File: config.mk
export PLATFORM = sky130hd
export DESIGN_NAME = cartridge_bank_mapper_flat
export DESIGN_NICKNAME = d
export VERILOG_FILES = /design/src/cbm_pkg.sv /design/src/cbm_if.sv /design/src/cbm_bank_regs.sv /design/src/cbm_decode.sv /design/src/cartridge_bank_mapper.sv /design/src/flat_wrapper.sv
export SDC_FILE = /design/constraint.sdc
export NUM_CORES = 1
export LEC_CHECK = 0
export ABC_AREA = 1
export BUFFER_PORTS_ARGS = -buffer_cell sky130_fd_sc_hd__buf_4
export CORE_MARGIN = 3
export CORE_UTILIZATION = 48
export CTS_CLUSTER_SIZE = 8
export DETAILED_ROUTE_END_ITERATION = 6
export GPL_TIMING_DRIVEN = 0
export PLACE_DENSITY = 0.75
export SYNTH_ARGS = -nofsm -noshare
export SYNTH_HDL_FRONTEND = slang
export SYNTH_SLANG_ARGS = --single-unit
File: constraint.sdc
create_clock -name clk_i -period 1.9 [get_ports clk_i]
set_input_delay 0.285 -clock clk_i [delete_from_list [all_inputs] [get_ports clk_i]]
set_output_delay 0.285 -clock clk_i [all_outputs]
set_load 0.05 [all_outputs]
File: src/cbm_pkg.sv
// ----------------------------------------------------------------------------
// cbm_pkg: shared types and constants for the cartridge bank mapper
// Bus field widths, address window limits, register codes and the
// structs passed between the mapper stages.
// ----------------------------------------------------------------------------
`default_nettype none

package cbm_pkg;

  // Field widths
  localparam int unsigned ADDR_W     = 16;
  localparam int unsigned DATA_W     = 8;
  localparam int unsigned PHYS_W     = 21;
  localparam int unsigned CFG_IDX_W  = 2;
  localparam int unsigned CFG_DATA_W = 4;
  localparam int unsigned SIZE_W     = 4;
  localparam int unsigned LOW_BANK_W = 5;
  localparam int unsigned HIGH_W     = 2;
  localparam int unsigned ROM_BANK_W = LOW_BANK_W + HIGH_W;

  // Bank geometry
  localparam int unsigned ROM_BANK_BYTES = 16384;
  localparam int unsigned RAM_BANK_BYTES = 8192;
  localparam int unsigned ROM_OFS_W      = $clog2(ROM_BANK_BYTES);
  localparam int unsigned RAM_OFS_W      = $clog2(RAM_BANK_BYTES);

  // Register write decoding
  localparam logic [LOW_BANK_W-1:0] LOW_BANK_MASK  = 5'h1F;
  localparam logic [3:0]            RAM_ENABLE_KEY = 4'hA;
  localparam logic [SIZE_W-1:0]     MAX_SIZE_CODE  = 4'd8;

  // Address windows
  localparam logic [ADDR_W-1:0] CART_ROM_END     = 16'h8000;
  localparam logic [ADDR_W-1:0] BOOT_LOW_END     = 16'h0100;
  localparam logic [ADDR_W-1:0] COLOR_BOOT_START = 16'h0200;
  localparam logic [ADDR_W-1:0] COLOR_BOOT_LAST  = 16'h08FF;
  localparam logic [ADDR_W-1:0] RAM_WIN_START    = 16'hA000;
  localparam logic [ADDR_W-1:0] RAM_WIN_LAST     = 16'hBFFF;

  typedef enum logic [2:0] {
    TGT_NONE       = 3'd0,
    TGT_ROM        = 3'd1,
    TGT_RAM        = 3'd2,
    TGT_MONO_BOOT  = 3'd3,
    TGT_COLOR_BOOT = 3'd4
  } target_e;

  typedef enum logic [1:0] {
    MAP_ROM_ONLY   = 2'd0,
    MAP_BANKED     = 2'd1,
    MAP_BANKED_RAM = 2'd2,
    MAP_UNKNOWN    = 2'd3
  } mapper_e;

  typedef enum logic [CFG_IDX_W-1:0] {
    CFG_MAPPER_TYPE   = 2'd0,
    CFG_ROM_SIZE_CODE = 2'd1,
    CFG_COLOR_BOOT    = 2'd2
  } cfg_index_e;

  // Control register window selected by address bits 14:13
  typedef enum logic [1:0] {
    WIN_RAM_ENABLE = 2'd0,
    WIN_LOW_BANK   = 2'd1,
    WIN_HIGH_BITS  = 2'd2,
    WIN_MODE       = 2'd3
  } reg_win_e;

  typedef struct packed {
    logic              action;
    logic [ADDR_W-1:0] address;
    logic [DATA_W-1:0] write_data;
    logic              boot_rom_active;
  } req_t;

  typedef struct packed {
    target_e           target;
    logic [PHYS_W-1:0] phys_address;
    logic              store_enable;
    logic [DATA_W-1:0] store_data;
  } rsp_t;

  typedef struct packed {
    mapper_e           mapper_type;
    logic [SIZE_W-1:0] rom_size_code;
    logic              color_boot;
  } cfg_t;

  typedef struct packed {
    logic                  ram_on;
    logic                  mode_bit;
    logic [LOW_BANK_W-1:0] low_bank;
    logic [HIGH_W-1:0]     high_bits;
  } bank_t;

  typedef struct packed {
    logic                  set_ram_on;
    logic                  ram_on;
    logic                  set_low_bank;
    logic [LOW_BANK_W-1:0] low_bank;
    logic                  set_high_bits;
    logic [HIGH_W-1:0]     high_bits;
    logic                  set_mode;
    logic                  mode_bit;
  } bank_upd_t;

endpackage

`default_nettype wire

File: src/cbm_if.sv
// ----------------------------------------------------------------------------
// cbm_if: bus access and mapping result channels
// Valid/ready channels; a transfer happens when valid and ready are high.
// ----------------------------------------------------------------------------
`default_nettype none

interface cbm_req_if;
  logic                      valid;
  logic                      ready;
  logic                      action;
  logic [cbm_pkg::ADDR_W-1:0] address;
  logic [cbm_pkg::DATA_W-1:0] write_data;
  logic                      boot_rom_active;

  modport source (output valid, action, address, write_data, boot_rom_active,
                  input ready);
  modport sink   (input valid, action, address, write_data, boot_rom_active,
                  output ready);
endinterface

interface cbm_rsp_if;
  logic                      valid;
  logic                      ready;
  logic [2:0]                target;
  logic [cbm_pkg::PHYS_W-1:0] phys_address;
  logic                      store_enable;
  logic [cbm_pkg::DATA_W-1:0] store_data;

  modport source (output valid, target, phys_address, store_enable, store_data,
                  input ready);
  modport sink   (input valid, target, phys_address, store_enable, store_data,
                  output ready);
endinterface

`default_nettype wire

File: src/cbm_bank_regs.sv
// ----------------------------------------------------------------------------
// cbm_bank_regs: configuration and bank control registers
// Holds mapper type, size code and boot layout plus the four bank
// registers; applies register updates from the access decoder.
// ----------------------------------------------------------------------------
`default_nettype none

module cbm_bank_regs (
  input  wire logic                              clk_i,
  input  wire logic                              rst_ni,
  input  wire logic                              cfg_we_i,
  input  wire logic [cbm_pkg::CFG_IDX_W-1:0]     cfg_index_i,
  input  wire logic [cbm_pkg::CFG_DATA_W-1:0]    cfg_data_i,
  input  wire logic                              upd_en_i,
  input  wire cbm_pkg::bank_upd_t                upd_i,
  output cbm_pkg::cfg_t                          cfg_o,
  output cbm_pkg::bank_t                         bank_o
);

  cbm_pkg::cfg_t  cfg_q;
  cbm_pkg::bank_t bank_q;

  // Configuration registers
  always_ff @(posedge clk_i or negedge rst_ni) begin
    if (!rst_ni) begin
      cfg_q.mapper_type   <= cbm_pkg::MAP_BANKED;
      cfg_q.rom_size_code <= '0;
      cfg_q.color_boot    <= 1'b0;
    end else if (cfg_we_i) begin
      case (cfg_index_i)
        cbm_pkg::CFG_MAPPER_TYPE: begin
          cfg_q.mapper_type <= cbm_pkg::mapper_e'(cfg_data_i[1:0]);
        end
        cbm_pkg::CFG_ROM_SIZE_CODE: begin
          cfg_q.rom_size_code <= cfg_data_i[cbm_pkg::SIZE_W-1:0];
        end
        cbm_pkg::CFG_COLOR_BOOT: begin
          cfg_q.color_boot <= cfg_data_i[0];
        end
        default: ;
      endcase
    end
  end

  // Bank registers; a mapper type write also reloads the RAM enable
  always_ff @(posedge clk_i or negedge rst_ni) begin
    if (!rst_ni) begin
      bank_q.ram_on    <= 1'b0;
      bank_q.mode_bit  <= 1'b0;
      bank_q.low_bank  <= cbm_pkg::LOW_BANK_W'(1);
      bank_q.high_bits <= '0;
    end else if (cfg_we_i && (cfg_index_i == cbm_pkg::CFG_MAPPER_TYPE)) begin
      bank_q.ram_on <= (cfg_data_i[1:0] == cbm_pkg::MAP_BANKED_RAM);
    end else if (upd_en_i) begin
      if (upd_i.set_ram_on)    bank_q.ram_on    <= upd_i.ram_on;
      if (upd_i.set_low_bank)  bank_q.low_bank  <= upd_i.low_bank;
      if (upd_i.set_high_bits) bank_q.high_bits <= upd_i.high_bits;
      if (upd_i.set_mode)      bank_q.mode_bit  <= upd_i.mode_bit;
    end
  end

  assign cfg_o  = cfg_q;
  assign bank_o = bank_q;

  // Zero-to-one forcing keeps the low bank nonzero
  a_low_bank_nonzero: assert property (@(posedge clk_i) disable iff (!rst_ni)
    bank_q.low_bank != '0)
    else $error("low bank register holds zero");

  // Access updates load only the register the decoder selects
  a_one_update: assert property (@(posedge clk_i) disable iff (!rst_ni)
    upd_en_i |-> $onehot0({upd_i.set_ram_on, upd_i.set_low_bank,
                           upd_i.set_high_bits, upd_i.set_mode}))
    else $error("more than one bank register updated by one access");

endmodule

`default_nettype wire

File: src/cbm_decode.sv
// ----------------------------------------------------------------------------
// cbm_decode: access decoder
// Maps one bus access onto ROM, external RAM or a boot overlay, and
// derives the bank register update for control writes below 0x8000.
// ----------------------------------------------------------------------------
`default_nettype none

module cbm_decode (
  input  wire cbm_pkg::req_t  req_i,
  input  wire cbm_pkg::cfg_t  cfg_i,
  input  wire cbm_pkg::bank_t bank_i,
  output cbm_pkg::rsp_t       rsp_o,
  output cbm_pkg::bank_upd_t  upd_o
);

  logic                                 wr;
  logic [cbm_pkg::ADDR_W-1:0]           addr;
  logic                                 boot_hit;
  logic                                 in_cart_rom;
  logic                                 in_ram_win;
  logic [cbm_pkg::ROM_BANK_W-1:0]       bank_mask;
  logic [cbm_pkg::ROM_BANK_W-1:0]       full_bank;
  logic [cbm_pkg::ROM_BANK_W-1:0]       sel_bank;
  logic [cbm_pkg::HIGH_W-1:0]           ram_bank;
  logic [cbm_pkg::LOW_BANK_W-1:0]       new_low;
  cbm_pkg::reg_win_e                    win;

  assign wr   = req_i.action;
  assign addr = req_i.address;
  assign win  = cbm_pkg::reg_win_e'(addr[14:13]);

  assign in_cart_rom = addr < cbm_pkg::CART_ROM_END;
  assign in_ram_win  = (addr >= cbm_pkg::RAM_WIN_START) && (addr <= cbm_pkg::RAM_WIN_LAST);

  // Boot overlay window for reads
  always_comb begin
    if (cfg_i.color_boot) begin
      boot_hit = (addr < cbm_pkg::BOOT_LOW_END) ||
                 ((addr >= cbm_pkg::COLOR_BOOT_START) && (addr <= cbm_pkg::COLOR_BOOT_LAST));
    end else begin
      boot_hit = addr < cbm_pkg::BOOT_LOW_END;
    end
  end

  // Bank mask: bits 0..code set; out-of-range codes act as two banks
  always_comb begin
    for (int i = 0; i < cbm_pkg::ROM_BANK_W; i++) begin
      if (cfg_i.rom_size_code > cbm_pkg::MAX_SIZE_CODE) begin
        bank_mask[i] = (i == 0);
      end else begin
        bank_mask[i] = (i == 0) || (cbm_pkg::SIZE_W'(i) <= cfg_i.rom_size_code);
      end
    end
  end

  assign full_bank = {bank_i.high_bits, bank_i.low_bank};

  // ROM bank: switchable window or mode-dependent fixed window
  always_comb begin
    if (addr[14]) begin
      sel_bank = full_bank & bank_mask;
    end else if (bank_i.mode_bit) begin
      sel_bank = {bank_i.high_bits, cbm_pkg::LOW_BANK_W'(0)} & bank_mask;
    end else begin
      sel_bank = '0;
    end
  end

  assign ram_bank = bank_i.mode_bit ? bank_i.high_bits : '0;
  assign new_low  = req_i.write_data[cbm_pkg::LOW_BANK_W-1:0] & cbm_pkg::LOW_BANK_MASK;

  // Result and register update
  always_comb begin
    rsp_o = '0;
    upd_o = '0;
    rsp_o.target = cbm_pkg::TGT_NONE;

    if (req_i.boot_rom_active && wr) begin
      // writes while the boot ROM is mapped are ignored
    end else if (req_i.boot_rom_active && boot_hit) begin
      rsp_o.target       = cfg_i.color_boot ? cbm_pkg::TGT_COLOR_BOOT : cbm_pkg::TGT_MONO_BOOT;
      rsp_o.phys_address = cbm_pkg::PHYS_W'(addr);
    end else begin
      case (cfg_i.mapper_type)
        cbm_pkg::MAP_ROM_ONLY: begin
          if (!wr && in_cart_rom) begin
            rsp_o.target       = cbm_pkg::TGT_ROM;
            rsp_o.phys_address = cbm_pkg::PHYS_W'(addr);
          end
        end
        cbm_pkg::MAP_BANKED, cbm_pkg::MAP_BANKED_RAM: begin
          if (in_cart_rom) begin
            if (wr) begin
              case (win)
                cbm_pkg::WIN_RAM_ENABLE: begin
                  upd_o.set_ram_on = 1'b1;
                  upd_o.ram_on     = (req_i.write_data[3:0] == cbm_pkg::RAM_ENABLE_KEY);
                end
                cbm_pkg::WIN_LOW_BANK: begin
                  upd_o.set_low_bank = 1'b1;
                  upd_o.low_bank     = (new_low == '0) ? cbm_pkg::LOW_BANK_W'(1) : new_low;
                end
                cbm_pkg::WIN_HIGH_BITS: begin
                  upd_o.set_high_bits = 1'b1;
                  upd_o.high_bits     = req_i.write_data[cbm_pkg::HIGH_W-1:0];
                end
                cbm_pkg::WIN_MODE: begin
                  upd_o.set_mode = 1'b1;
                  upd_o.mode_bit = req_i.write_data[0];
                end
                default: ;
              endcase
            end else begin
              rsp_o.target       = cbm_pkg::TGT_ROM;
              rsp_o.phys_address = {sel_bank, addr[cbm_pkg::ROM_OFS_W-1:0]};
            end
          end else if (in_ram_win && (cfg_i.mapper_type == cbm_pkg::MAP_BANKED_RAM) &&
                       bank_i.ram_on) begin
            rsp_o.target       = cbm_pkg::TGT_RAM;
            rsp_o.phys_address = cbm_pkg::PHYS_W'({ram_bank, addr[cbm_pkg::RAM_OFS_W-1:0]});
            rsp_o.store_enable = wr;
            rsp_o.store_data   = wr ? req_i.write_data : '0;
          end
        end
        default: ;
      endcase
    end
  end

endmodule

`default_nettype wire

File: src/cartridge_bank_mapper.sv
// ----------------------------------------------------------------------------
// cartridge_bank_mapper: bank controller address translation
// Translates each CPU bus access into a target memory and byte offset,
// and tracks the bank control registers loaded by writes below 0x8000.
//
// Channel   Dir  Payload                                          Transfer
// req       in   action, address, write_data, boot_rom_active     valid & ready
// rsp       out  target, phys_address, store_enable, store_data   valid & ready
// cfg       in   cfg_index_i, cfg_data_i                          cfg_we_i
//
// Each access passes through the input register, then the result
// register; a new access is taken every cycle when rsp is not stalled.
// Bank registers update as an access leaves the input register, so each
// access sees the state left by all earlier ones.
// A stalled result holds; req.ready drops only when both registers are full.
// Reset is asynchronous; no clearing pass is needed after it.
// ----------------------------------------------------------------------------
`default_nettype none

module cartridge_bank_mapper (
  input  wire logic                           clk_i,
  input  wire logic                           rst_ni,
  cbm_req_if.sink                             req,
  cbm_rsp_if.source                           rsp,
  input  wire logic                           cfg_we_i,
  input  wire logic [cbm_pkg::CFG_IDX_W-1:0]  cfg_index_i,
  input  wire logic [cbm_pkg::CFG_DATA_W-1:0] cfg_data_i
);

  cbm_pkg::req_t      req_q;
  logic               in_vld_q;
  cbm_pkg::rsp_t      rsp_q;
  cbm_pkg::rsp_t      rsp_d;
  logic               out_vld_q;
  logic               advance;
  cbm_pkg::cfg_t      cfg;
  cbm_pkg::bank_t     bank;
  cbm_pkg::bank_upd_t upd;

  // Pipeline handshake
  assign advance   = in_vld_q && (!out_vld_q || rsp.ready);
  assign req.ready = !in_vld_q || advance;

  // Input register
  always_ff @(posedge clk_i or negedge rst_ni) begin
    if (!rst_ni) begin
      in_vld_q <= 1'b0;
    end else if (req.ready) begin
      in_vld_q <= req.valid;
    end
  end

  always_ff @(posedge clk_i) begin
    if (req.valid && req.ready) begin
      req_q.action          <= req.action;
      req_q.address         <= req.address;
      req_q.write_data      <= req.write_data;
      req_q.boot_rom_active <= req.boot_rom_active;
    end
  end

  cbm_bank_regs u_regs (
    .clk_i       (clk_i),
    .rst_ni      (rst_ni),
    .cfg_we_i    (cfg_we_i),
    .cfg_index_i (cfg_index_i),
    .cfg_data_i  (cfg_data_i),
    .upd_en_i    (advance),
    .upd_i       (upd),
    .cfg_o       (cfg),
    .bank_o      (bank)
  );

  cbm_decode u_decode (
    .req_i  (req_q),
    .cfg_i  (cfg),
    .bank_i (bank),
    .rsp_o  (rsp_d),
    .upd_o  (upd)
  );

  // Result register
  always_ff @(posedge clk_i or negedge rst_ni) begin
    if (!rst_ni) begin
      out_vld_q <= 1'b0;
    end else if (!out_vld_q || rsp.ready) begin
      out_vld_q <= in_vld_q;
    end
  end

  always_ff @(posedge clk_i) begin
    if (advance) begin
      rsp_q <= rsp_d;
    end
  end

  assign rsp.valid        = out_vld_q;
  assign rsp.target       = rsp_q.target;
  assign rsp.phys_address = rsp_q.phys_address;
  assign rsp.store_enable = rsp_q.store_enable;
  assign rsp.store_data   = rsp_q.store_data;

  // Stores go only to external RAM
  a_store_is_ram: assert property (@(posedge clk_i) disable iff (!rst_ni)
    (out_vld_q && rsp_q.store_enable) |-> (rsp_q.target == cbm_pkg::TGT_RAM))
    else $error("store enable without RAM target");

  // Ignored accesses carry a zero offset and no store
  a_none_is_zero: assert property (@(posedge clk_i) disable iff (!rst_ni)
    (out_vld_q && (rsp_q.target == cbm_pkg::TGT_NONE)) |->
      (rsp_q.phys_address == '0 && !rsp_q.store_enable))
    else $error("ignored access with nonzero result fields");

  // An empty input register always takes a transfer
  a_ready_when_empty: assert property (@(posedge clk_i) disable iff (!rst_ni)
    !in_vld_q |-> req.ready)
    else $error("input stalled while input register empty");

  // An access never leaves the input register into a stalled result
  a_no_overwrite: assert property (@(posedge clk_i) disable iff (!rst_ni)
    (out_vld_q && !rsp.ready) |-> !advance)
    else $error("result register overwritten while stalled");

endmodule

`default_nettype wire

File: src/flat_wrapper.sv
// flat-port wrapper written by rule: the top's interface ports become plain ports
module cartridge_bank_mapper_flat 
  (clk_i, rst_ni, cfg_we_i, cfg_index_i, cfg_data_i, req_valid, req_action, req_address, req_write_data, req_boot_rom_active, req_ready, rsp_valid, rsp_target, rsp_phys_address, rsp_store_enable, rsp_store_data, rsp_ready);
  cbm_req_if req_i ();
  cbm_rsp_if rsp_i ();
  input  wire logic clk_i;
  input  wire logic rst_ni;
  input  wire logic cfg_we_i;
  input  wire logic [cbm_pkg::CFG_IDX_W-1:0] cfg_index_i;
  input  wire logic [cbm_pkg::CFG_DATA_W-1:0] cfg_data_i;
  input wire logic [$bits(req_i.valid)-1:0] req_valid;
  input wire logic [$bits(req_i.action)-1:0] req_action;
  input wire logic [$bits(req_i.address)-1:0] req_address;
  input wire logic [$bits(req_i.write_data)-1:0] req_write_data;
  input wire logic [$bits(req_i.boot_rom_active)-1:0] req_boot_rom_active;
  output wire logic [$bits(req_i.ready)-1:0] req_ready;
  output wire logic [$bits(rsp_i.valid)-1:0] rsp_valid;
  output wire logic [$bits(rsp_i.target)-1:0] rsp_target;
  output wire logic [$bits(rsp_i.phys_address)-1:0] rsp_phys_address;
  output wire logic [$bits(rsp_i.store_enable)-1:0] rsp_store_enable;
  output wire logic [$bits(rsp_i.store_data)-1:0] rsp_store_data;
  input wire logic [$bits(rsp_i.ready)-1:0] rsp_ready;
  assign req_i.valid = req_valid;
  assign req_i.action = req_action;
  assign req_i.address = req_address;
  assign req_i.write_data = req_write_data;
  assign req_i.boot_rom_active = req_boot_rom_active;
  assign req_ready = req_i.ready;
  assign rsp_valid = rsp_i.valid;
  assign rsp_target = rsp_i.target;
  assign rsp_phys_address = rsp_i.phys_address;
  assign rsp_store_enable = rsp_i.store_enable;
  assign rsp_store_data = rsp_i.store_data;
  assign rsp_i.ready = rsp_ready;
  cartridge_bank_mapper u_core (.clk_i(clk_i), .rst_ni(rst_ni), .req(req_i), .rsp(rsp_i), .cfg_we_i(cfg_we_i), .cfg_index_i(cfg_index_i), .cfg_data_i(cfg_data_i));
endmodule
; ---- After elaboration in Yosys (flattened, before gate mapping)
; Cells that the tools add are included.
[op_classes]
n_lt_le_gt_ge = 13
eq_ne = 9
muxes = 34
n_bitwise = 6
reduce_logical = 33
[op_table]
columns = operator, n
row1 = 13-bit 2-to-1 mux, 5
row2 = 23-bit one-hot mux with 2 select lines, 1
row3 = 22-bit 2-to-1 mux, 2
row4 = 32-bit 2-to-1 mux, 1
row5 = 24-bit 2-to-1 mux, 1
row6 = 23-bit 2-to-1 mux, 1
row7 = "16-bit by 10-bit >= comparator with 1-bit output, second input constant", 1
row8 = "16-bit >= comparator, second input constant", 1
row9 = "16-bit by 12-bit less-or-equal comparator with 1-bit output, second input constant", 1
row10 = "16-bit less-or-equal comparator, second input constant", 1
row11 = "16-bit < comparator, second input constant", 1
row12 = "16-bit by 9-bit < comparator with 1-bit output, second input constant", 1
row13 = 7-bit bitwise AND, 2
row14 = 7-bit 2-to-1 mux, 2
row15 = "3-bit by 4-bit less-or-equal comparator with 1-bit output, first input constant", 3
row16 = "2-bit == test, second input constant", 5
row17 = 1-bit logical AND, 10
row18 = 1-bit 2-to-1 mux, 10
row19 = 5-bit 2-to-1 mux, 2
row20 = 9-bit 2-to-1 mux, 1
row21 = 3-bit AND reduction, 3
row22 = "2-bit by 4-bit less-or-equal comparator with 1-bit output, first input constant", 2
row23 = 2-bit 2-to-1 mux, 4
row24 = 8-bit 2-to-1 mux, 1
row25 = 16 further kinds, 33
[word_totals]
reg_bits = 77
out_inout_bits = 35
word_cells = 113

; ---- Depth between registers and ports, before layout
; Gate-level depths: netlist of run 1.
[logic_depth]
depth_word = 11
depth_mapped = 13

; ---- Modules after synthesis
; Synthesis of run 1 repeated with hierarchy kept, for this count alone.
[hier_totals]
hier_cells = 338
hier_area_um2 = 3452.1
[by_module_without_submodules]
columns = module, n_inst, cells_each, area_each_um2, seq_area_each_um2
row1 = cartridge_bank_mapper, 1, 71, 1866.8, 1821.7
row2 = cbm_decode, 1, 191, 890.9, 0.0
row3 = cbm_bank_regs, 1, 76, 694.4, 402.9

; ---- Worst setup path after synthesis of run 1
; No wires, ideal clock.
[synth_path]
path_type = reg-to-reg
start = register u_core.out_vld_q (netlist: u_core.rsp.valid)
end = register u_core.u_regs.bank_q, in the netlist u_core.u_regs.bank_o[2]
t_arrival_ns = 2.108
required_time_ns = 1.833
setup_slack_ns = -0.275
path_stages_with_launch = 8
path_cell_list = dfrtp_1 nand2_1 nand2_1 inv_1 nand3_2 nor2_1 nand2_1 nand3_1
[synth_between]
elab_chain_cells = 4
[synth_lines]
columns = item, line_no
row1 = from (decl), cartridge_bank_mapper.sv:34  ; logic out_vld_q;
row2 = from (signal assigned), cartridge_bank_mapper.sv:87  ; out_vld_q <= in_vld_q;
row3 = 1-bit zero test, cartridge_bank_mapper.sv:41  ; assign advance = in_vld_q && (!out_vld_q || rsp.ready);
row4 = 1-bit logical OR, cartridge_bank_mapper.sv:41
row5 = 1-bit logical AND, cartridge_bank_mapper.sv:41
row6 = named net u_core.advance, cartridge_bank_mapper.sv:35  ; logic advance;
row7 = 3-bit AND reduction (no line), --
row8 = to (decl), cbm_bank_regs.sv:21  ; cbm_pkg::bank_t bank_q;
; The timed path passes the listed nets, and every way through them passes these cells.
; A chain may end at the register's enable or synchronous reset.

; ---- Final worst setup path of run 1
[layout_path]
start = register u_core.u_regs.cfg_q, in the netlist u_core.u_regs.cfg_o[5]
end = register u_core.rsp_q, in the netlist u_core.rsp.phys_address[9], data pin
[layout_between]
elab_chain_cells = 7
[layout_lines]
columns = item, line_no
row1 = from (decl), cbm_bank_regs.sv:20  ; cbm_pkg::cfg_t cfg_q;
row2 = 2-bit == test, "cbm_decode.sv:84, cbm_decode.sv:117"
row3 = 1-bit logical AND (2 in series), cbm_decode.sv:117  ; end else if (in_ram_win && (cfg_i.mapper_type == cbm_pkg::MAP_BANKED_RAM) &&
row4 = 32-bit 2-to-1 mux, cbm_decode.sv:117
row5 = 23-bit 2-to-1 mux, cbm_decode.sv:92  ; if (in_cart_rom) begin
row6 = 23-bit one-hot mux with 2 select lines *, cbm_decode.sv:84  ; case (cfg_i.mapper_type)
row7 = 24-bit 2-to-1 mux *, cbm_decode.sv:80  ; end else if (req_i.boot_rom_active && boot_hit) begin
row8 = to (signal assigned), cartridge_bank_mapper.sv:93  ; rsp_q <= rsp_d;
row9 = to (decl), cartridge_bank_mapper.sv:32  ; cbm_pkg::rsp_t rsp_q;
; Every way passes the cells marked *; elsewhere a longest branch is shown, timed or not.

==> flow_metrics.tcl, run 1 <==
set metrics [dict create \
    run_status "finished clean" \
    power_uw 4270 \
    critPathKind "reg2reg" \
    detail-route-antenna-nets 0 \
    vias_per_cell 4.86 \
    final_max_slew_viol_count 0 \
    n_antenna_cell 0 \
    syn_to_final_growth_pct 27.6 \
    cap_violations 0 \
    syn_area_sq_um 3220 \
    dp.final_hpwl_um 4410 \
    synth-seq-area-share_pct 69.0 \
    syn-mean-instance-area_sq_um 11.1 \
    die_y_um 87.9 \
    hp-class "in2reg" \
    hold_violations 0 \
    clk_path_buf_depth 2 \
    max_stage_delay_ps 550 \
    num_rows 29 \
    synthesis.nets 330 \
    initial_core_util_pct 50.2 \
    synth_seq_cells 77 \
    synthFlopType "edfxtp_1" \
    drc 0 \
    worst_setup_path_start_kind "register" \
    met2_usage_pct 28.8 \
    clk_pin_slew_ps 80 \
    end_kind "register" \
    nNetsFinal 417 \
    synth_area_leaders "edfxtp_1, dfrtp_1, nand2_1" \
    io_pins 72 \
    use_met3_pct 3.39 \
    first_pass_iters 4 \
    power.leakage_uw 0.00187 \
    min_period_over_period_pct 95.6 \
    die_w_um 87.9 \
    synth_edf_count 59 \
    vias 2229 \
    worstSkewPairLatency_ps 350 \
    drive_above_1_share_pct 35.3 \
    skew_ps 11.8 \
    busiest_layer "met2" \
    grt_util_met1_pct 22.1 \
    cts_tree "built" \
    detail_route.wl_per_cell_um 13.4 \
    clock.fmax_ghz 0.551 \
    powerDensity_nw_per_um2 1040 \
    ys_types 25 \
    vdd_drop_max_mv 0.595 \
    fp.coreArea_sq_um 6420 \
    grt_overflow 0 \
    async_flop_share_pct 23.4 \
    period_minus_slack_ps 1820 \
    cts_sinks 77 \
    arrival_ps 1930 \
    synth_area_leader_cell "edfxtp_1" \
    grt_max_degree 27 \
    critPathMaxFanout 10 \
    h-tree-depth 3 \
    cp.buffers_inverters 4 \
    final_cell_mix "buf_4, edfxtp_1, nand2_1" \
    finalSetupViolations 0 \
    whs_ps 106 \
    cp_slowest_cell "dfstp_2" \
    grt_pass1_wl_um 10100 \
    die-area_sq_um 7730 \
    slew_headroom_pct 64.2 \
    synth.top_cell.area_share_pct 55.0 \
    layout.cells.most_common "buf_4" \
    worst_pin_slew_ps 537 \
    place_congestion 0.873 \
    cp_cell_sequence "inv_1 -> ha_4 -> o21ai_1 -> nor2_1 -> nand2_2 -> o21ai_2 -> inv_2 -> nand2_4 -> buf_12 -> nand2_2 -> inv_2" \
    grt_usage_pct 17.6 \
    cts-buffers-inserted 9 \
    netlist_instances 290 \
    grt_setup_unrepaired "no" \
    drtIter0Drc 129 \
    synth-warning-count 0 \
    cts_root_buffer "clkbuf_8" \
    critical-path-top-delay-family "flip-flops" \
    fillerInstances 507 \
    worst_ep_required_time_ps 2010 \
    drt-total-wl_um 6140 \
    grt_pass1_vias 2136 \
    antenna_found_initial 0 \
    port-buffer-count 71 \
]
## cell usage after synthesis, types with 3 or more instances
library cell  instances
nand2_1              50
dfrtp_1              16
nor3_1                4
edfxtp_1             59
ha_1                  3
nand2_2              12
inv_1                38
nand3_1              19
nand4_1               6
a21oi_1               4
nor2_1               36
o21ai_0              16
inv_2                12
## logic make-up (layout without fill, tap and decap cells)
logic type                 after synthesis  in the layout  share of synthesized area, %
DFF                                     77             77                          69.0
adders and majority gates                3              3                          1.16
AOI/OAI and AO/OA                       23             23                          3.80
buffers and inverters                   53            144                          6.95
and+or+nand+nor                        134            135                          19.1
## routing by layer
layer | vias up | routed length [um]
met5 | - | 0
met4 | 0 | 142
met3 | 11 | 396
met2 | 65 | 2970
met1 | 1029 | 2630
li1 | 1124 | -
## metrics by stage
step	utilization, %	cells	TNS (ps)	setup slack [ps]	area (sq um)
floorplan	-	290	0	55.0	3240
global placement	60.3	438	-953	-175	3870
detailed placement	60.3	438	-1530	-238	3870
CTS	63.4	456	0	46.6	4070
global route	64.1	459	0	0.953	4110
finish	64.1	459	0	83.6	4110
## flip-flops by register name (all words and copies together) (netlist names)
register                 flops
u_core.rsp.store_enable      1
u_core.rsp.valid             1
u_core.in_vld_q              1
u_core.rsp.phys_address     21
u_core.u_regs.bank_o         9
u_core.req_q                26
u_core.u_regs.cfg_o          7
u_core.rsp.target            3
u_core.rsp.store_data        8
## final cells by class
cell class	instances	area [sq um]	area share, %
plain buffers	3	36.3	0.882
clock buffers	10	128	3.10
flip-flops and latches	77	2230	54.1
inverters	50	195	4.74
repair inverters	1	7.51	0.182
clock inverters	6	40.0	0.973
multi-input cells	161	827	20.1
well taps	77	96.3	2.34
repair buffers	74	558	13.6
## repair_timing
action,4_1_cts,5_1_grt
hold buffers,1,0
cloned,1,1
resized for setup,2,7
endpoints found under the setup margin,20,24
hold endpoints to repair,16,0
pin swaps,0,1
buffers inserted,0,2
## where the power goes
group	total (uW)	switching, uW	internal (uW)
Clock	1060	586	471
Sequential	2200	121	2080
Combinational	1010	693	319
## final timing paths
kind	depth (start not counted)	slack, ps	to	start
min in group asynchronous	2	340	u_core.u_regs.bank_o[5]	rst_ni
min reg2reg	2	500	u_core.rsp.phys_address[2]	u_core.req_q[11]
max reg2reg	11	80	u_core.rsp.phys_address[9]	u_core.u_regs.cfg_o[5]
min	1	110	u_core.req_q[12]	req_address[3]
max	11	80	u_core.rsp.phys_address[9]	u_core.u_regs.cfg_o[5]
max in group asynchronous	2	1290	u_core.u_regs.cfg_o[5]	rst_ni
No activity file was read; power rests on OpenSTA's default activity.
==> run 2: changes to the inputs <==
- CORE_MARGIN: 3 -> 4
- SETUP_SLACK_MARGIN: default -> 0.05
==> run 2 against run 1 <==
Via count is 2.5% higher. Worst hold slack worse by 3.1 ps. Sequential cell count stayed put. Power is 7.7% higher. Clock skew is 3.9 ps lower. Largest cell class unchanged. Cell area is 1.8% higher. Wire length is 6.6% higher. Critical path type unchanged. Critical endpoint unchanged.
==> flow_metrics.tcl, run 2 (synthesized netlist as in run 1, its figures left out) <==
set metrics [dict create \
    cap_violations 0 \
    detail_route.wl_per_cell_um 14.2 \
    placed_area_sq_um 3870 \
    critPathKind "reg2reg" \
    cts-buffers-inserted 9 \
    h-tree-depth 3 \
    drtIter0Drc 182 \
    p_sw_share_pct 31.5 \
    vias 2285 \
    combPwrFrac_pct 22.5 \
    switching_power_uw 1450 \
    syn_to_final_growth_pct 29.9 \
    arrival_ps 1990 \
    min_period_over_period_pct 93.0 \
    place_congestion 0.845 \
    die-area_sq_um 8090 \
    final_max_slew_viol_count 0 \
    regMostFlops "u_core.req_q" \
    grt_setup_unrepaired "yes" \
    utilization_pct 65.2 \
    drive_above_1_share_pct 36.1 \
    finalSetupViolations 0 \
    grt_overflow 0 \
    worst_setup_path_start_kind "register" \
    drt-total-wl_um 6540 \
    worst_ep_required_time_ps 2130 \
    critPathMaxFanout 10 \
    end_kind "register" \
    antenna_found_initial 0 \
    die_w_um 89.9 \
    initial_core_util_pct 50.2 \
    cts_tree "built" \
    power_frac_seq_pct 47.8 \
    port-buffer-count 71 \
    clk_pin_slew_ps 80 \
    n_antenna_cell 0 \
    layout.cells.most_common "buf_4" \
    skew_ps 7.89 \
    vdd_drop_max_mv 0.621 \
    power.leakage_uw 0.00191 \
    hp-class "in2reg" \
    worst_pin_slew_ps 560 \
    hold_violations 0 \
    vias_per_cell 4.95 \
    io_pins 72 \
    grt_usage_pct 16.4 \
    num_rows 29 \
    fin_tns_setup_ps 0 \
    period_minus_slack_ps 1770 \
    run_status "finished clean" \
    grt_pass1_vias 2177 \
    final_cell_mix "buf_4, edfxtp_1, nand2_1" \
    largest_reg_flops 26 \
    clock.fmax_ghz 0.566 \
    dp.final_hpwl_um 4480 \
    final_cell_area_sq_um 4190 \
    worstSkewPairLatency_ps 350 \
    grt_pass1_wl_um 10300 \
    die_y_um 89.9 \
    drc 0 \
    fp.coreArea_sq_um 6420 \
    cts_root_buffer "clkbuf_8" \
    grt_max_degree 27 \
    clkPwrFrac_pct 29.7 \
    cts_sinks 77 \
    clk_path_buf_depth 2 \
    powerDensity_nw_per_um2 1100 \
    p_int_uw 3150 \
    detail-route-antenna-nets 0 \
    nNetsFinal 420 \
    first_pass_iters 4 \
    slew_headroom_pct 62.6 \
]
run 2: cell types whose count changed in the layout (fill, tap and decap cells not counted), sizes merged:
cell / previous run / this run
inv: 48 / 49
clkinv: 5 / 3
buf: 76 / 79
clkbuf: 10 / 9
bufinv: 0 / 2
run 2: metal layers:
layer	vias to the layer above	wire [um]	GRT usage (%)
met5	-	0	0
met1	1066	2740	19.6
li1	1133	-	-
met2	75	3280	27.4
met3	11	423	5.93
met4	0	105	5.74
run 2: what timing repair did:
action                                  4_1_cts  5_1_grt
resized for setup                             2        6
endpoints found under the setup margin       28       27
pin swaps                                     0        3
setup buffers                                 1        4
cloned                                        1        1
hold endpoints to repair                     16        0
hold buffers                                  1        0
run 2: stage by stage:
step	hold WS, ps	std cells	worst slack [ps]	total power (uW)
finish	103	462	133	4600
global route	75.8	462	3.12	4810
CTS	85.5	457	70.0	4600
detailed placement	175	438	-277	3210
global placement	166	438	-193	3180
floorplan	-10.6	290	55.0	2890
run 2: final timing paths:
| check | endpoint | startpoint | cells past startpoint | slack (ps) |
|---|---|---|---|---|
| hold reg to reg | u_core.rsp.phys_address[1] | u_core.req_q[10] | 2 | 510 |
| hold / removal | u_core.req_q[12] | req_address[3] | 1 | 100 |
| min in group asynchronous | u_core.u_regs.bank_o[3] | rst_ni | 2 | 330 |
| setup / recovery | u_core.rsp.phys_address[9] | u_core.u_regs.cfg_o[5] | 9 | 130 |
| max in group asynchronous | u_core.u_regs.cfg_o[5] | rst_ni | 2 | 1290 |
| setup reg to reg | u_core.rsp.phys_address[9] | u_core.u_regs.cfg_o[5] | 9 | 130 |
run 2: final cells by class:
cell class / instances / area (sq um)
tap: 77 / 96.3
timing repair inverter: 1 / 7.51
timing repair buffer: 77 / 581
buffer: 3 / 36.3
fill: 509 / 2230
clock inverter: 7 / 98.8
sequential: 77 / 2230
inverter: 50 / 195
multi-input combinational: 161 / 823
clock buffer: 9 / 124
run 2: power groups by stage:
stage	logic [uW]	registers (uW)	clock network, uW
global route	1120	2220	1460
finish	1040	2200	1370
global placement	952	2230	0
CTS	1010	2200	1390
floorplan	360	2530	0
detailed placement	979	2240	0
run 2: critical path, stage by stage, from the launching register on:
cell	delay, ps
dfstp_2	530
inv_1	70
ha_4	300
inv_1	80
nor2_2	160
nand3b_1	160
nand2_4	110
buf_12	130
nand2_2	50
inv_2	40
==> run 3: changes to the inputs <==
- MAX_ROUTING_LAYER: default -> met4
==> run 3 against run 2 <==
Critical endpoint unchanged. Die area did not move. Largest cell class unchanged. Register-to-register slack barely moved. Sequential power barely moved. Cell area did not move. Clock skew fell by 0.87 ps. Maximum frequency fell by 0.26%. Non-clock buffer count did not move. First-iteration DRC count fell by 2.2%. Largest power group unchanged. Core utilization did not move.
==> flow_metrics.tcl, run 3 (synthesized netlist as in run 1, its figures left out) <==
set metrics [dict create \
    worst_ep_required_time_ps 2130 \
    ff2ff_path_depth 9 \
    drc 0 \
    grt_max_degree 27 \
    detail_route.wl_per_cell_um 14.2 \
    critPathMaxFanout 10 \
    r2r-start "u_core.u_regs.cfg_o[5]" \
    final_cell_area_sq_um 4190 \
    hold_depth 1 \
    end_kind "register" \
    reg2reg_slack_ps 130 \
    first_pass_iters 5 \
    port-buffer-count 71 \
    drive_above_1_share_pct 36.1 \
    run_status "finished clean" \
    arrival_ps 2000 \
    place_congestion 0.858 \
    detail-route-antenna-nets 0 \
    hold_violations 0 \
    clk_pin_slew_ps 80 \
    skew_ps 7.02 \
    worstSkewPairLatency_ps 350 \
    dp.final_hpwl_um 4480 \
    hp-class "in2reg" \
    grt_overflow 0 \
    cts_sinks 77 \
    cts-buffers-inserted 9 \
    nNetsFinal 420 \
    power.leakage_uw 0.00191 \
    h-tree-depth 3 \
    die_w_um 89.9 \
    initial_core_util_pct 50.2 \
    layout.cells.most_common "buf_4" \
    period_minus_slack_ps 1770 \
    cap_violations 0 \
    powerDensity_nw_per_um2 1100 \
    drtIter0Drc 178 \
    finalSetupViolations 0 \
    vias_per_cell 4.97 \
    grt_usage_pct 16.9 \
    final_max_slew_viol_count 0 \
    vdd_drop_max_mv 0.621 \
    hp-start "req_address[3]" \
    instances_no_fill 462 \
    io_pins 72 \
    setup_ws_ps 129 \
    fp.coreArea_sq_um 6420 \
    largest_reg_flops 26 \
    worst_setup_path_start_kind "register" \
    antenna_found_initial 0 \
    vias 2294 \
    fillerInstances 509 \
    n_antenna_cell 0 \
    final_cell_mix "buf_4, edfxtp_1, nand2_1" \
    die_y_um 89.9 \
    clock.fmax_ghz 0.565 \
    regMostFlops "u_core.req_q" \
    timing.rr.end "u_core.rsp.phys_address[9]" \
    hold_end "u_core.req_q[12]" \
    grt_pass1_wl_um 10300 \
    placed_area_sq_um 3870 \
    grt_setup_unrepaired "yes" \
    whs_ps 102 \
    post-place-ws_ps -277 \
    worst_pin_slew_ps 559 \
    min_period_over_period_pct 93.2 \
    cts_tree "built" \
    clk_path_buf_depth 2 \
    drt-total-wl_um 6560 \
    fin_tns_setup_ps 0 \
    cts_root_buffer "clkbuf_8" \
    slew_headroom_pct 62.6 \
    grt_pass1_vias 2173 \
    critPathKind "reg2reg" \
    num_rows 29 \
    syn_to_final_growth_pct 29.9 \
    dp.cells 438 \
    die-area_sq_um 8090 \
]
## run 3: cell counts in the layout (fill, tap and decap cells not counted)
Identical to the previous run, type by type.
## run 3: worst max path at each step
stage,from,endpoint
after global routing,u_core.u_regs.cfg_o[5],u_core.rsp.phys_address[12]
after floorplan,u_core.rsp.valid,u_core.u_regs.bank_o[2]
after detailed placement,rsp_ready,u_core.u_regs.bank_o[2]
after CTS,u_core.u_regs.cfg_o[5],u_core.rsp.phys_address[9]
final,u_core.u_regs.cfg_o[5],u_core.rsp.phys_address[9]
after global placement,rsp_ready,u_core.u_regs.bank_o[2]
## run 3: power by group
group          total [uW]  leakage, uW  switching [uW]  internal, uW
Clock                1370     0.000110             620           746
Sequential           2200     0.000791             117          2080
Combinational        1040      0.00101             710           328
## run 3: metrics by stage
step / util [%] / power, uW
after floorplan: - / 2890
after global placement: 60.3 / 3180
after detailed placement: 60.3 / 3210
after CTS: 64.4 / 4600
after global routing: 65.2 / 4810
final: 65.2 / 4600
## run 3: cell type report
| class | instances | area [sq um] | share of cell area (%) |
|---|---|---|---|
| sequential | 77 | 2230 | 53.2 |
| multi-input combinational | 161 | 823 | 19.7 |
| timing repair buffer | 77 | 581 | 13.9 |
| inverter | 50 | 195 | 4.66 |
| clock buffer | 9 | 124 | 2.96 |
| clock inverter | 7 | 98.8 | 2.36 |
| tap | 77 | 96.3 | 2.30 |
| buffer | 3 | 36.3 | 0.866 |
| timing repair inverter | 1 | 7.51 | 0.179 |
## run 3: layer usage
layer	part of all wire (%)	vias to the layer above	routed length (um)	global-route usage [%]
li1	-	1134	-	-
met1	42	1059	2720	19.7
met2	50	87	3260	27.4
met3	7.2	14	474	5.84
met4	1.6	0	102	5.74
met5	0	-	0	-
## run 3: timing repair
item                       4_1_cts  5_1_grt
gates cloned                     1        1
pin swaps                        0        3
setup buffers                    1        4
hold buffers                     1        0
resized for setup                2        6
hold endpoints to repair        16        0
setup endpoints to repair       28       27
## run 3: critical path, stage by stage (launching register included)
cell and delay [ps]:
dfstp_2 530, inv_1 70, ha_4 310, inv_1 80, nor2_2 160, nand3b_1 160
nand2_4 110, buf_12 130, nand2_2 50, inv_2 40
